File: src/rtl/esckd_pkg.sv
// Shared types, key codes and lookup functions for the escape sequence key decoder.
// No dependencies.
`default_nettype none

package esckd_pkg;

   localparam int unsigned ByteW = 8;
   localparam int unsigned KeyW  = 9;

   localparam logic [ByteW-1:0] ChrEsc     = 8'h1b;
   localparam logic [ByteW-1:0] ChrTilde   = 8'h7e;
   localparam logic [ByteW-1:0] ChrBracket = 8'h5b;
   localparam logic [ByteW-1:0] ChrO       = 8'h4f;
   localparam logic [ByteW-1:0] ChrZero    = 8'h30;
   localparam logic [ByteW-1:0] ChrNine    = 8'h39;
   localparam logic [ByteW-1:0] ChrA       = 8'h41;
   localparam logic [ByteW-1:0] ChrB       = 8'h42;
   localparam logic [ByteW-1:0] ChrC       = 8'h43;
   localparam logic [ByteW-1:0] ChrD       = 8'h44;
   localparam logic [ByteW-1:0] ChrF       = 8'h46;
   localparam logic [ByteW-1:0] ChrH       = 8'h48;

   localparam logic [KeyW-1:0] KeyEsc    = 9'd27;
   localparam logic [KeyW-1:0] KeyLeft   = 9'd256;
   localparam logic [KeyW-1:0] KeyRight  = 9'd257;
   localparam logic [KeyW-1:0] KeyUp     = 9'd258;
   localparam logic [KeyW-1:0] KeyDown   = 9'd259;
   localparam logic [KeyW-1:0] KeyDelete = 9'd260;
   localparam logic [KeyW-1:0] KeyHome   = 9'd261;
   localparam logic [KeyW-1:0] KeyEnd    = 9'd262;
   localparam logic [KeyW-1:0] KeyPgUp   = 9'd263;
   localparam logic [KeyW-1:0] KeyPgDn   = 9'd264;

   localparam logic CmdByte    = 1'b0;
   localparam logic CmdTimeout = 1'b1;

   typedef enum logic [3:0] {
      PH_IDLE  = 4'b0001,
      PH_ESC   = 4'b0010,
      PH_FIRST = 4'b0100,
      PH_DIGIT = 4'b1000
   } phase_type;

   typedef enum logic [2:0] {
      CLS_OTHER   = 3'b001,
      CLS_BRACKET = 3'b010,
      CLS_O       = 3'b100
   } class_type;

   typedef struct packed {
      logic             vld;
      logic             cmd;
      logic [ByteW-1:0] byte_value;
   } item_type;

   typedef struct packed {
      logic            vld;
      logic [KeyW-1:0] key_code;
   } result_type;

   function automatic logic [KeyW-1:0] bracket_key(input logic [ByteW-1:0] b);
      logic [KeyW-1:0] k;
      case (b)
         ChrA:    k = KeyUp;
         ChrB:    k = KeyDown;
         ChrC:    k = KeyRight;
         ChrD:    k = KeyLeft;
         ChrH:    k = KeyHome;
         ChrF:    k = KeyEnd;
         default: k = KeyEsc;
      endcase
      return k;
   endfunction

   function automatic logic [KeyW-1:0] tilde_key(input logic [3:0] d);
      logic [KeyW-1:0] k;
      case (d)
         4'd1, 4'd7: k = KeyHome;
         4'd3:       k = KeyDelete;
         4'd4, 4'd8: k = KeyEnd;
         4'd5:       k = KeyPgUp;
         4'd6:       k = KeyPgDn;
         default:    k = KeyEsc;
      endcase
      return k;
   endfunction

endpackage

`default_nettype wire

File: src/rtl/escape_sequence_key_decoder.sv
// Escape sequence key decoder, top level: input register, decoder, result register.
// Depends on esckd_pkg, esckd_in_reg, esckd_decode, esckd_out_reg.
//
// Usage:
//   Request channel (req_valid/req_stall): one beat per received terminal byte
//   (req_cmd = 0, req_byte_value) or read timeout (req_cmd = 1).
//   Response channel (rsp_valid/rsp_stall): one key code beat per plain byte,
//   completed or failed escape sequence; bytes inside a sequence give none.
//   A key code passes from the input register through the decoder into the
//   result register, which presents it on rsp_valid and rsp_key_code.
//   Throughput: one request beat per cycle while the receiver does not stall,
//   set by the single decode stage between the input and result registers.
//   When the receiver stalls, the result register holds its beat and the
//   input register can still take one more request beat; after that
//   req_stall rises until the result is taken.
//   Reset (synchronous, active high) empties both registers and returns the
//   sequence state to idle.
`default_nettype none

module escape_sequence_key_decoder (
   input  wire                          clock,
   input  wire                          reset,
   input  wire                          req_valid,
   output logic                         req_stall,
   input  wire                          req_cmd,
   input  wire  [esckd_pkg::ByteW-1:0]  req_byte_value,
   output logic                         rsp_valid,
   input  wire                          rsp_stall,
   output logic [esckd_pkg::KeyW-1:0]   rsp_key_code
);
   import esckd_pkg::*;

   item_type   item;
   result_type res;
   logic       adv;

   esckd_in_reg u_in (
      .clock          (clock),
      .reset          (reset),
      .req_valid      (req_valid),
      .req_stall      (req_stall),
      .req_cmd        (req_cmd),
      .req_byte_value (req_byte_value),
      .adv            (adv),
      .item           (item)
   );

   esckd_decode u_dec (
      .clock (clock),
      .reset (reset),
      .item  (item),
      .adv   (adv),
      .res   (res)
   );

   esckd_out_reg u_out (
      .clock        (clock),
      .reset        (reset),
      .res          (res),
      .adv          (adv),
      .rsp_valid    (rsp_valid),
      .rsp_stall    (rsp_stall),
      .rsp_key_code (rsp_key_code)
   );

endmodule

`default_nettype wire

File: src/rtl/esckd_in_reg.sv
// Input register for the key decoder: captures one request beat.
// Depends on esckd_pkg.
`default_nettype none

module esckd_in_reg (
   input  wire                          clock,
   input  wire                          reset,
   input  wire                          req_valid,
   output logic                         req_stall,
   input  wire                          req_cmd,
   input  wire  [esckd_pkg::ByteW-1:0]  req_byte_value,
   input  wire                          adv,
   output esckd_pkg::item_type          item
);
   import esckd_pkg::*;

   logic             vld_ff, vld_in;
   logic             cmd_ff, cmd_in;
   logic [ByteW-1:0] byte_ff, byte_in;
   logic             take;

   assign req_stall = vld_ff & ~adv;
   assign take      = req_valid & ~req_stall;

   always_comb begin
      vld_in  = take | (vld_ff & ~adv);
      cmd_in  = take ? req_cmd : cmd_ff;
      byte_in = take ? req_byte_value : byte_ff;
   end

   always_ff @(posedge clock) begin
      if (reset) begin
         vld_ff <= 1'b0;
      end else begin
         vld_ff <= vld_in;
      end
      cmd_ff  <= cmd_in;
      byte_ff <= byte_in;
   end

   assign item = '{vld: vld_ff, cmd: cmd_ff, byte_value: byte_ff};

endmodule

`default_nettype wire

File: src/rtl/esckd_decode.sv
// Sequence state machine and key lookup for the key decoder.
// Depends on esckd_pkg.
`default_nettype none

module esckd_decode (
   input  wire                   clock,
   input  wire                   reset,
   input  esckd_pkg::item_type   item,
   input  wire                   adv,
   output esckd_pkg::result_type res
);
   import esckd_pkg::*;

   phase_type       phase_ff, phase_in;
   class_type       cls_ff, cls_in;
   logic [3:0]      digit_ff, digit_in;
   logic            emit;
   logic [KeyW-1:0] key;
   logic            go;
   logic            is_digit;
   logic [ByteW-1:0] b;

   assign go       = item.vld & adv;
   assign b        = item.byte_value;
   assign is_digit = (b >= ChrZero) && (b <= ChrNine);

   always_comb begin
      phase_in = phase_ff;
      cls_in   = cls_ff;
      digit_in = digit_ff;
      emit     = 1'b0;
      key      = KeyEsc;
      if (go) begin
         case (phase_ff)
            PH_IDLE: begin
               if (item.cmd == CmdByte) begin
                  if (b == ChrEsc) begin
                     phase_in = PH_ESC;
                  end else begin
                     emit = 1'b1;
                     key  = {1'b0, b};
                  end
               end
            end
            PH_ESC: begin
               if (item.cmd == CmdTimeout) begin
                  emit     = 1'b1;
                  phase_in = PH_IDLE;
               end else begin
                  phase_in = PH_FIRST;
                  cls_in   = (b == ChrBracket) ? CLS_BRACKET :
                             (b == ChrO)       ? CLS_O : CLS_OTHER;
               end
            end
            PH_FIRST: begin
               if (item.cmd == CmdTimeout) begin
                  emit     = 1'b1;
                  phase_in = PH_IDLE;
               end else if (cls_ff == CLS_BRACKET && is_digit) begin
                  phase_in = PH_DIGIT;
                  digit_in = b[3:0];
               end else begin
                  emit     = 1'b1;
                  phase_in = PH_IDLE;
                  case (cls_ff)
                     CLS_BRACKET: key = bracket_key(b);
                     CLS_O:       key = (b == ChrH) ? KeyHome :
                                        (b == ChrF) ? KeyEnd : KeyEsc;
                     default:     key = KeyEsc;
                  endcase
               end
            end
            PH_DIGIT: begin
               emit     = 1'b1;
               phase_in = PH_IDLE;
               if (item.cmd == CmdByte && b == ChrTilde) begin
                  key = tilde_key(digit_ff);
               end
            end
            default: begin
               phase_in = PH_IDLE;
            end
         endcase
      end
   end

   always_ff @(posedge clock) begin
      if (reset) begin
         phase_ff <= PH_IDLE;
         cls_ff   <= CLS_OTHER;
         digit_ff <= 4'd0;
      end else begin
         phase_ff <= phase_in;
         cls_ff   <= cls_in;
         digit_ff <= digit_in;
      end
   end

   assign res = '{vld: emit, key_code: key};

   a_emit_needs_beat: assert property (@(posedge clock) disable iff (reset)
      emit |-> go)
      else $error("key emitted without an advancing beat");

   a_idle_byte_emits: assert property (@(posedge clock) disable iff (reset)
      (go && phase_ff == PH_IDLE && item.cmd == CmdByte && b != ChrEsc) |-> emit)
      else $error("plain byte in idle not emitted");

   a_key_range: assert property (@(posedge clock) disable iff (reset)
      emit |-> (key <= KeyPgDn))
      else $error("key code out of range");

   a_digit_entry: assert property (@(posedge clock) disable iff (reset)
      (phase_ff == PH_DIGIT) |-> ($past(phase_ff) == PH_DIGIT || $past(phase_ff) == PH_FIRST))
      else $error("digit phase entered from wrong phase");

endmodule

`default_nettype wire

File: src/rtl/esckd_out_reg.sv
// Result register for the key decoder: holds one key code beat until taken.
// Depends on esckd_pkg.
`default_nettype none

module esckd_out_reg (
   input  wire                          clock,
   input  wire                          reset,
   input  esckd_pkg::result_type        res,
   output logic                         adv,
   output logic                         rsp_valid,
   input  wire                          rsp_stall,
   output logic [esckd_pkg::KeyW-1:0]   rsp_key_code
);
   import esckd_pkg::*;

   logic            vld_ff, vld_in;
   logic [KeyW-1:0] key_ff, key_in;

   assign adv = ~(vld_ff & rsp_stall);

   always_comb begin
      vld_in = res.vld | (vld_ff & rsp_stall);
      key_in = res.vld ? res.key_code : key_ff;
   end

   always_ff @(posedge clock) begin
      if (reset) begin
         vld_ff <= 1'b0;
      end else begin
         vld_ff <= vld_in;
      end
      key_ff <= key_in;
   end

   assign rsp_valid    = vld_ff;
   assign rsp_key_code = key_ff;

endmodule

`default_nettype wire
File: config.mk
export PLATFORM = sky130hd
export DESIGN_NAME = escape_sequence_key_decoder
export DESIGN_NICKNAME = d
export VERILOG_FILES = /design/src/rtl/esckd_pkg.sv /design/src/rtl/escape_sequence_key_decoder.sv /design/src/rtl/esckd_in_reg.sv /design/src/rtl/esckd_decode.sv /design/src/rtl/esckd_out_reg.sv
export SDC_FILE = /design/constraint.sdc
export NUM_CORES = 1
export LEC_CHECK = 0
export BUFFER_PORTS_ARGS = -buffer_cell sky130_fd_sc_hd__buf_4
export CORE_ASPECT_RATIO = 1.4
export CORE_MARGIN = 2
export CORE_UTILIZATION = 50
export DETAILED_ROUTE_END_ITERATION = 8
export MAX_ROUTING_LAYER = met4
export PLACE_DENSITY = 0.73
export SYNTH_ARGS = -nofsm -noshare
export SYNTH_HDL_FRONTEND = slang
export SYNTH_SLANG_ARGS = --single-unit
File: constraint.sdc
create_clock -name clock -period 2.4 [get_ports clock]
set_input_delay 0.24 -clock clock [delete_from_list [all_inputs] [get_ports clock]]
set_output_delay 0.24 -clock clock [all_outputs]
set_load 0.05 [all_outputs]
# == Word level (Yosys, flattened, before mapping) ==
# Cells that the tools add are included.
# word_totals
reg_bits,31
in_bits,13
output_inout_bits,11
word_cells,78
# op_classes
order_cmp,2
n_eq_ne,25
n_mux,26
bitwise,9
reduce_logical,8
# ops
operator,count
"8-bit by 7-bit equality test with 1-bit output, second input constant",9
9-bit two-way mux,6
9-bit case mux with 6 select lines,1
9-bit case mux with 5 select lines,1
9-bit case mux with 3 select lines,1
"4-bit by 3-bit equality test with 1-bit output, second input constant",5
9-bit case mux with 2 select lines,1
4-bit two-way mux,4
4-bit case mux with 3 select lines,1
3-bit two-way mux,3
"4-bit by 1-bit equality test with 1-bit output, second input constant",2
"4-bit by 2-bit equality test with 1-bit output, second input constant",2
"4-bit equality test, second input constant",2
"8-bit by 5-bit equality test with 1-bit output, second input constant",1
"8-bit by 6-bit >= comparator with 1-bit output, second input constant",1
"8-bit by 6-bit <= comparator with 1-bit output, second input constant",1
8-bit two-way mux,1
1-bit two-way mux,6
3-bit AND reduction,2
1-bit bitwise AND,4
1-bit case mux with 4 select lines,1
4-bit AND reduction,1
2-bit OR reduction,2
"3-bit by 2-bit equality test with 1-bit output, second input constant",1
6 further kinds,11

# == Longest topological paths before layout ==
# Gate-level depths: netlist (run 1).
# logic_depth
ltp_word,8
depth_mapped,6
ltp_nobuf,5

# == Cells and area by module ==
# Synthesis (run 1) repeated with hierarchy kept, for this count alone.
# hier_totals
cells_unflattened,180
area_unflattened_um2,1773.0
# by_module_without_submodules
mod,n_inst,cells_each,area_each_um2,seq_area_each_um2
esckd_decode,1,152,1134.8,220.2
esckd_in_reg,1,15,335.3,290.3
esckd_out_reg,1,13,302.8,290.3

# == Least setup slack after synthesis (run 1) ==
# OpenSTA, ideal clock, no wires.
# synth_timing
path_kind,register to register
from,register u_dec.phase_ff[1]
to,"register u_out.key_ff[0], in the netlist u_out.rsp_key_code[0], enable pin"
setup_ns,0.374
arrival_time_ns,1.800
slack_ns,0.226
stages_incl_launch_ff,7
n_path_buf,1
synth_period_minus_slack_ns,2.174
cell_sequence,dfxtp_1 clkbuf_1 nor4b_1 nand2_1 a31oi_1 nor3_1 nor2_1
# synth_via
elab_chain_len,3
elab_cells_between_ends,6
# synth_rtl
element,line_no,rtl
"start, declared",esckd_decode.sv:14,"phase_type phase_ff, phase_in;"
"start signal, assigned",esckd_decode.sv:93,phase_ff <= phase_in;
4-bit equality test (tied with other cells),esckd_decode.sv:34,case (phase_ff)
1-bit case mux with 4 select lines (*),esckd_decode.sv:34,
1-bit two-way mux (*),esckd_decode.sv:33,if (go) begin
net u_dec.emit,esckd_decode.sv:17,logic emit;
"end signal, assigned",esckd_out_reg.sv:32,key_ff <= key_in;
"end, declared",esckd_out_reg.sv:17,"logic [KeyW-1:0] key_ff, key_in;"
# The timed path passes the listed nets; every way through them passes the cells marked *.
# A chain may end at the register's enable or synchronous reset.

# == Final worst setup path (run 1) ==
# layout_timing
from,register u_in.byte_ff[2]
to,"register u_out.key_ff[3], in the netlist u_out.rsp_key_code[3], data pin"
# layout_via
elab_chain_len,7
elab_cells_between_ends,23
# layout_rtl
element,line_no,rtl
"start, declared",esckd_in_reg.sv:19,"logic [ByteW-1:0] byte_ff, byte_in;"
"start signal, assigned",esckd_in_reg.sv:38,byte_ff <= byte_in;
8-bit by 7-bit equality test with 1-bit output,"esckd_pkg.sv:63, esckd_decode.sv:68",
9-bit two-way mux,esckd_decode.sv:68,(b == ChrF) ? KeyEnd : KeyEsc;
9-bit two-way mux,esckd_decode.sv:67,CLS_O: key = (b == ChrH) ? KeyHome :
9-bit case mux with 2 select lines,esckd_decode.sv:65,case (cls_ff)
9-bit two-way mux,esckd_decode.sv:59,end else if (cls_ff == CLS_BRACKET && is_digit) begin
9-bit two-way mux,esckd_decode.sv:56,if (item.cmd == CmdTimeout) begin
9-bit case mux with 3 select lines (*),esckd_decode.sv:34,
# Mark *: on every way between the ends. The rest lies on a longest branch, timed or not.

==> results of run 1 <==
-- path summary, 6_finish.rpt --
kind / from / end / slack, ps / depth (start not counted)
setup / recovery: u_in.byte_ff[2] / u_out.rsp_key_code[3] / 160 / 6
hold / removal: req_byte_value[3] / u_in.byte_ff[3] / 130 / 1
hold reg to reg: u_in.vld_ff / u_out.rsp_valid / 510 / 2
setup reg to reg: u_in.byte_ff[2] / u_out.rsp_key_code[3] / 160 / 6
-- cell type report --
type	count	area, sq um
Fill cell	275	1199
Tap cell	40	50.05
Inverter	3	11.26
Clock buffer	7	107.6
Clock inverter	1	5.005
Timing Repair Buffer	38	285.3
Multi-Input combinational cell	141	888.4
Sequential cell	31	800.8
-- layer usage --
layer	track usage	part of all wire	wire length [um]
met5	-	0	0
met4	0.1140	0.024	101
met3	0.03659	0.032	137
met2	0.4160	0.52	2205
met1	0.2898	0.42	1788
-- where the power goes --
part	internal [mW]	switching [mW]
registers	0.578	0.0167
clock network	0.294	0.194
logic	0.0419	0.0576
total	0.914	0.268
-- kinds of logic after synthesis --
group / after synthesis / share of synthesized area
mux: 4 / 0.02301
compound gates: 48 / 0.1790
flops: 31 / 0.4601
buf+inv: 14 / 0.03307
xor+xnor: 3 / 0.01510
simple gates: 86 / 0.2897
-- stage by stage --
stage	cell area [sq um]	instances	hold WS [ps]	utilization
floorplan	1740	186	319.3	-
global placement	2029	253	419.4	0.6064
detailed placement	2029	253	419.3	0.6064
CTS	2142	261	126.8	0.6400
global route	2148	261	125.8	0.6419
finish	2148	261	132.4	0.6419
-- timing repair --
| item | 4_1_cts | 5_1_grt |
|---|---|---|
| resized for setup | 0 | 1 |
| endpoints found under the setup margin | 0 | 1 |
| endpoints found under the hold margin | 0 | 0 |
-- Yosys cell counts, types with 3 or more instances --
master      n
nor2_1     20
edfxtp_1   18
a21oi_1    16
dfxtp_1    13
o21ai_0    10
nand2_1     9
nor3_1      9
clkbuf_1    7
nand3_1     6
nor4b_1     6
nand2b_1    5
nand3b_1    5
and2_1      4
buf_2       4
mux2i_1     4
nand4_1     4
a211oi_1    3
a31oi_1     3
inv_1       3
o2111ai_1   3
or3b_2      3
-- state kept, by name, indices dropped and copies added, names as in the netlist --
| register | cells |
|---|---|
| u_dec.cls_ff | 3 |
| u_dec.digit_ff | 4 |
| u_dec.phase_ff | 4 |
| u_in.byte_ff | 8 |
| u_in.cmd_ff | 1 |
| u_in.vld_ff | 1 |
| u_out.rsp_key_code | 9 |
| u_out.rsp_valid | 1 |
==> results.json, run 1 <==
{
  "fp.dieH_um": 73.81,
  "cts.sinks": 31,
  "fp-row-count": 25,
  "wl_um": 4233,
  "grt.overflow.total": 0,
  "cellLeakagePower_nw": 0.7896,
  "synth_flop_cell": "edfxtp_1",
  "synth_warnings": 0,
  "yosysSeqAreaShare": 0.4601,
  "crit_required_ps": 2420,
  "cts_buffer_depth": 2,
  "place_hpwl_um": 3293,
  "drv_cap": 0,
  "viasPerCell": 6.019,
  "status": "complete, no violations",
  "grt_pass1_vias": 1533,
  "antenna_found_initial": 0,
  "dr.pass1.iters": 4,
  "initial_core_util": 0.5200,
  "path_max_fanout": 6,
  "port_buffers": 23,
  "critPathKind": "reg -> reg",
  "slew_violations": 0,
  "grt_pass1_wl_um": 6962,
  "die_x_um": 53.86,
  "max_freq_ghz": 0.4473,
  "yosysUniqueCellTypes": 44,
  "yosys_register_bits": 31,
  "wl_per_cell_um": 16.22,
  "final_nets": 233,
  "grt_setup_unrepaired": "no",
  "cts.hold.buffers_added": 0,
  "syn_nets": 199,
  "cts_tree": "done",
  "min_period_ps": 2236,
  "io_pins": 24,
  "worstPathArrival_ps": 2250,
  "layout_commonest_cell": "buf_4",
  "die-area_sq_um": 3975,
  "synth_top_area_share": 0.3106,
  "synth_area_leader_cell": "edfxtp_1",
  "endpoint_kind": "register",
  "cts_buffers": 5,
  "cts_root_buffer": "clkbuf_8",
  "synth_edf_count": 18,
  "grt_util_all_layers": 0.2502,
  "total_power_mw": 1.182,
  "diodes": 0,
  "worstSetupStartpointType": "register",
  "fin_crit_sh": 0.9316,
  "netlist_top_cells_area": "edfxtp_1 31%, dfxtp_1 15%, a21oi_1 4.6%",
  "core_sq_um": 3347,
  "drive_gt1_frac": 0.2489,
  "cts_setup_buffers": 0,
  "place_congestion": 0.8960,
  "insertion_delay_ps": 280,
  "final_antenna_net_count": 0,
  "drt_iter0_drc": 51,
  "fin_skew_ps": 4.917,
  "drcViolationCount": 0,
  "cpLargestDelayFamily": "simple AND/OR/NAND/NOR gates",
  "final_cell_mix": "38 x buf_4, 20 x nor2_1, 18 x edfxtp_1, 16 x a21oi_1, 13 x dfxtp_1",
  "fin_setup_tns_ps": 0,
  "crit_slowest_cell": "or3b_2",
  "hold_violations": 0,
  "netlist_area_sq_um": 1740,
  "hp-class": "in -> reg",
  "tightest_slew_ps": 699.4,
  "path_clk_slew_ps": 70,
  "path_cells": "buf_4 > or3b_2 > a211oi_1 > nor2_1 > o31ai_2 > nand4_1",
  "netlist_instances": 186,
  "ir_drop_v": 0.0006271,
  "setup_viol": 0,
  "async_flop_share": 0,
  "place_ws_ps": 194.5,
  "vias": 1571,
  "max_slew_margin": 0.5328,
  "grt_max_degree": 14,
  "avgSynthCellArea_sq_um": 9.357,
  "max_stage_delay_ps": 480,
  "critical_path_buf_inv_count": 1,
  "finalWorstSetupSlack_ps": 164.1,
  "p_per_area_nw_per_um2": 550.1,
  "area_growth_pct": 23.44,
  "cts-htree-levels": 2
}
Power figures use the tool's default switching activity.
==> run 2, diff against run 1 <==
ABC_AREA = 1   (was default)
==> results.json, run 2 <==
{
  "max_freq_ghz": 0.5720,
  "grt_util_all_layers": 0.2287,
  "multi_input_area_sq_um": 885.9,
  "cts_root_buffer": "clkbuf_8",
  "fin_skew_ps": 2.360,
  "netlist_instances": 236,
  "fin_crit_sh": 0.7285,
  "final-seq-area_sq_um": 800.8,
  "die_x_um": 54.86,
  "dr.pass1.iters": 4,
  "min_to": "u_in.byte_ff[1]",
  "fillers": 304,
  "path_max_fanout": 9,
  "grt.met2_usage": 0.3571,
  "worstPathArrival_ps": 1700,
  "place_area_sq_um": 2026,
  "initial_core_util": 0.5310,
  "fin_setup_tns_ps": 0,
  "cts_resized": 0,
  "core_sq_um": 3410,
  "insertion_delay_ps": 280,
  "cts_setup_buffers": 0,
  "yosysMostFrequentCell": "nand2_1",
  "grt_max_degree": 11,
  "synth_top_area_share": 0.2985,
  "final_cell_mix": "58 x nand2_1, 30 x nor2_1, 23 x buf_4, 22 x nand3_1, 18 x edfxtp_1",
  "place_hpwl_um": 2975,
  "min_period_ps": 1748,
  "wl_um": 3836,
  "hold_violations": 0,
  "final_nets": 278,
  "synth_flop_cell": "edfxtp_1",
  "fin_area_sq_um": 2126,
  "syn_nets": 249,
  "setup_viol": 0,
  "vias": 1649,
  "synth_common_cells": "58 x nand2_1, 30 x nor2_1, 22 x nand3_1, 18 x edfxtp_1, 15 x inv_1",
  "cts-htree-levels": 2,
  "r2r-start": "u_in.byte_ff[3]",
  "grt_pass1_wl_um": 6410,
  "grt_setup_unrepaired": "no",
  "fp.dieH_um": 75.20,
  "drv_cap": 0,
  "async_flop_share": 0,
  "max_slew_margin": 0.7770,
  "p_per_area_nw_per_um2": 541.6,
  "cellLeakagePower_nw": 0.8633,
  "place_congestion": 0.9456,
  "yosys_register_bits": 31,
  "avgSynthCellArea_sq_um": 7.672,
  "r2r_setup_slack_ps": 650,
  "layout_commonest_cell": "nand2_1",
  "use_met1": 0.2573,
  "crit_required_ps": 2360,
  "drcViolationCount": 0,
  "area_growth_pct": 17.42,
  "min_path_cells": 1,
  "drive_gt1_frac": 0.2744,
  "antenna_found_initial": 0,
  "endpoint_kind": "register",
  "r2r_end": "u_out.rsp_key_code[1]",
  "viasPerCell": 5.389,
  "ir_drop_v": 0.0004391,
  "wl_per_cell_um": 12.54,
  "final_antenna_net_count": 0,
  "grt.overflow.total": 0,
  "cts_buffers": 5,
  "largest_reg_flops": 9,
  "netlist_area_sq_um": 1810,
  "synth_edf_count": 18,
  "cts.sinks": 31,
  "yosysUniqueCellTypes": 30,
  "met3_usage": 0.06349,
  "die-area_sq_um": 4125,
  "cts_tree": "done",
  "tightest_slew_ps": 332.7,
  "synth_area_leader_cell": "edfxtp_1",
  "netlist_top_cells_area": "edfxtp_1 30%, dfxtp_1 14%, nand2_1 12%",
  "worstHoldStart": "req_byte_value[1]",
  "cts_buffer_depth": 2,
  "fp-row-count": 25,
  "path_clk_slew_ps": 60,
  "status": "complete, no violations",
  "drt_iter0_drc": 86,
  "diodes": 0,
  "r2r_cells": 8,
  "synth_warnings": 0,
  "grt_pass1_vias": 1516,
  "slew_violations": 0,
  "yosysSeqAreaShare": 0.4423,
  "grt-busiest-layer": "met2",
  "hp-class": "in -> reg",
  "io_pins": 24,
  "port_buffers": 23,
  "critPathKind": "reg -> reg",
  "worstSetupStartpointType": "register",
  "cts.hold.buffers_added": 0
}
run 2: cell count changes in the layout (fill, tap and decap cells not counted), moves of 9 or more:
| cell | previous run | this run |
|---|---|---|
| nor2_1 | 20 | 30 |
| inv_2 | 0 | 13 |
| nand3_1 | 6 | 22 |
| nand2_1 | 9 | 58 |
| nand2_2 | 0 | 9 |
| inv_1 | 3 | 15 |
| buf_4 | 38 | 23 |
| a21oi_1 | 16 | 7 |
run 2: metal layers:
metal,part of all wire,vias to the layer above
met5,0,-
met4,0.043,0
met3,0.069,16
met2,0.49,79
met1,0.40,718
li1,-,836
run 2: kinds of logic (layout without fill, tap and decap cells):
logic type / Yosys count / after routing / share of synthesized area
simple gates: 147 / 147 / 0.4098
compound gates: 26 / 26 / 0.07948
flops: 31 / 31 / 0.4423
buf+inv: 32 / 62 / 0.06842
run 2: worst max-delay path, cell delays in order, from the launching register on:
cell and delay (ps):
edfxtp_1 500, inv_2 80, nor2_1 170, nor2_1 80
nand3_1 70, nand2_1 80, nand3_1 70, nand2_1 90
inv_1 270
run 2: cell type report:
cell class	instances	area share
Timing Repair Buffer	23	0.08122
Inverter	31	0.05474
Sequential cell	31	0.3767
Multi-Input combinational cell	173	0.4167
Clock buffer	8	0.04709
Tap cell	40	0.02354
run 2: where the power goes:
part / switching [mW] / internal (mW) / leakage [nW] / total [mW]
Sequential: 0.0177 / 0.578 / 0.272 / 0.595
Combinational: 0.0683 / 0.0361 / 0.539 / 0.104
Clock: 0.190 / 0.261 / 0.0515 / 0.452
run 2: per-stage QoR:
stage / utilization / setup WS, ps / hold slack, ps / cells / power [mW]
2_1_floorplan: - / 651.1 / 302.4 / 236 / 0.6723
3_3_place_gp: 0.5941 / 702.8 / 418.1 / 298 / 0.7093
3_5_place_dp: 0.5941 / 695.8 / 419.2 / 298 / 0.7098
4_1_cts: 0.6235 / 679.4 / 123.6 / 306 / 1.159
5_1_grt: 0.6235 / 503.6 / 117.7 / 306 / 1.188
6_report: 0.6235 / 651.7 / 127.5 / 306 / 1.151
run 2: worst max-delay path by stage:
stage / cells after the start / start / end / slack (ps)
after global placement: 6 / u_in.cmd_ff / u_out.rsp_key_code[1] / 700
after detailed placement: 8 / u_in.byte_ff[3] / u_out.rsp_key_code[1] / 700
after global routing: 6 / u_in.cmd_ff / u_out.rsp_key_code[5] / 500
after CTS: 6 / u_in.cmd_ff / u_out.rsp_key_code[5] / 680
after floorplan: 2 / u_out.rsp_valid / req_stall / 650
final: 8 / u_in.byte_ff[3] / u_out.rsp_key_code[1] / 650
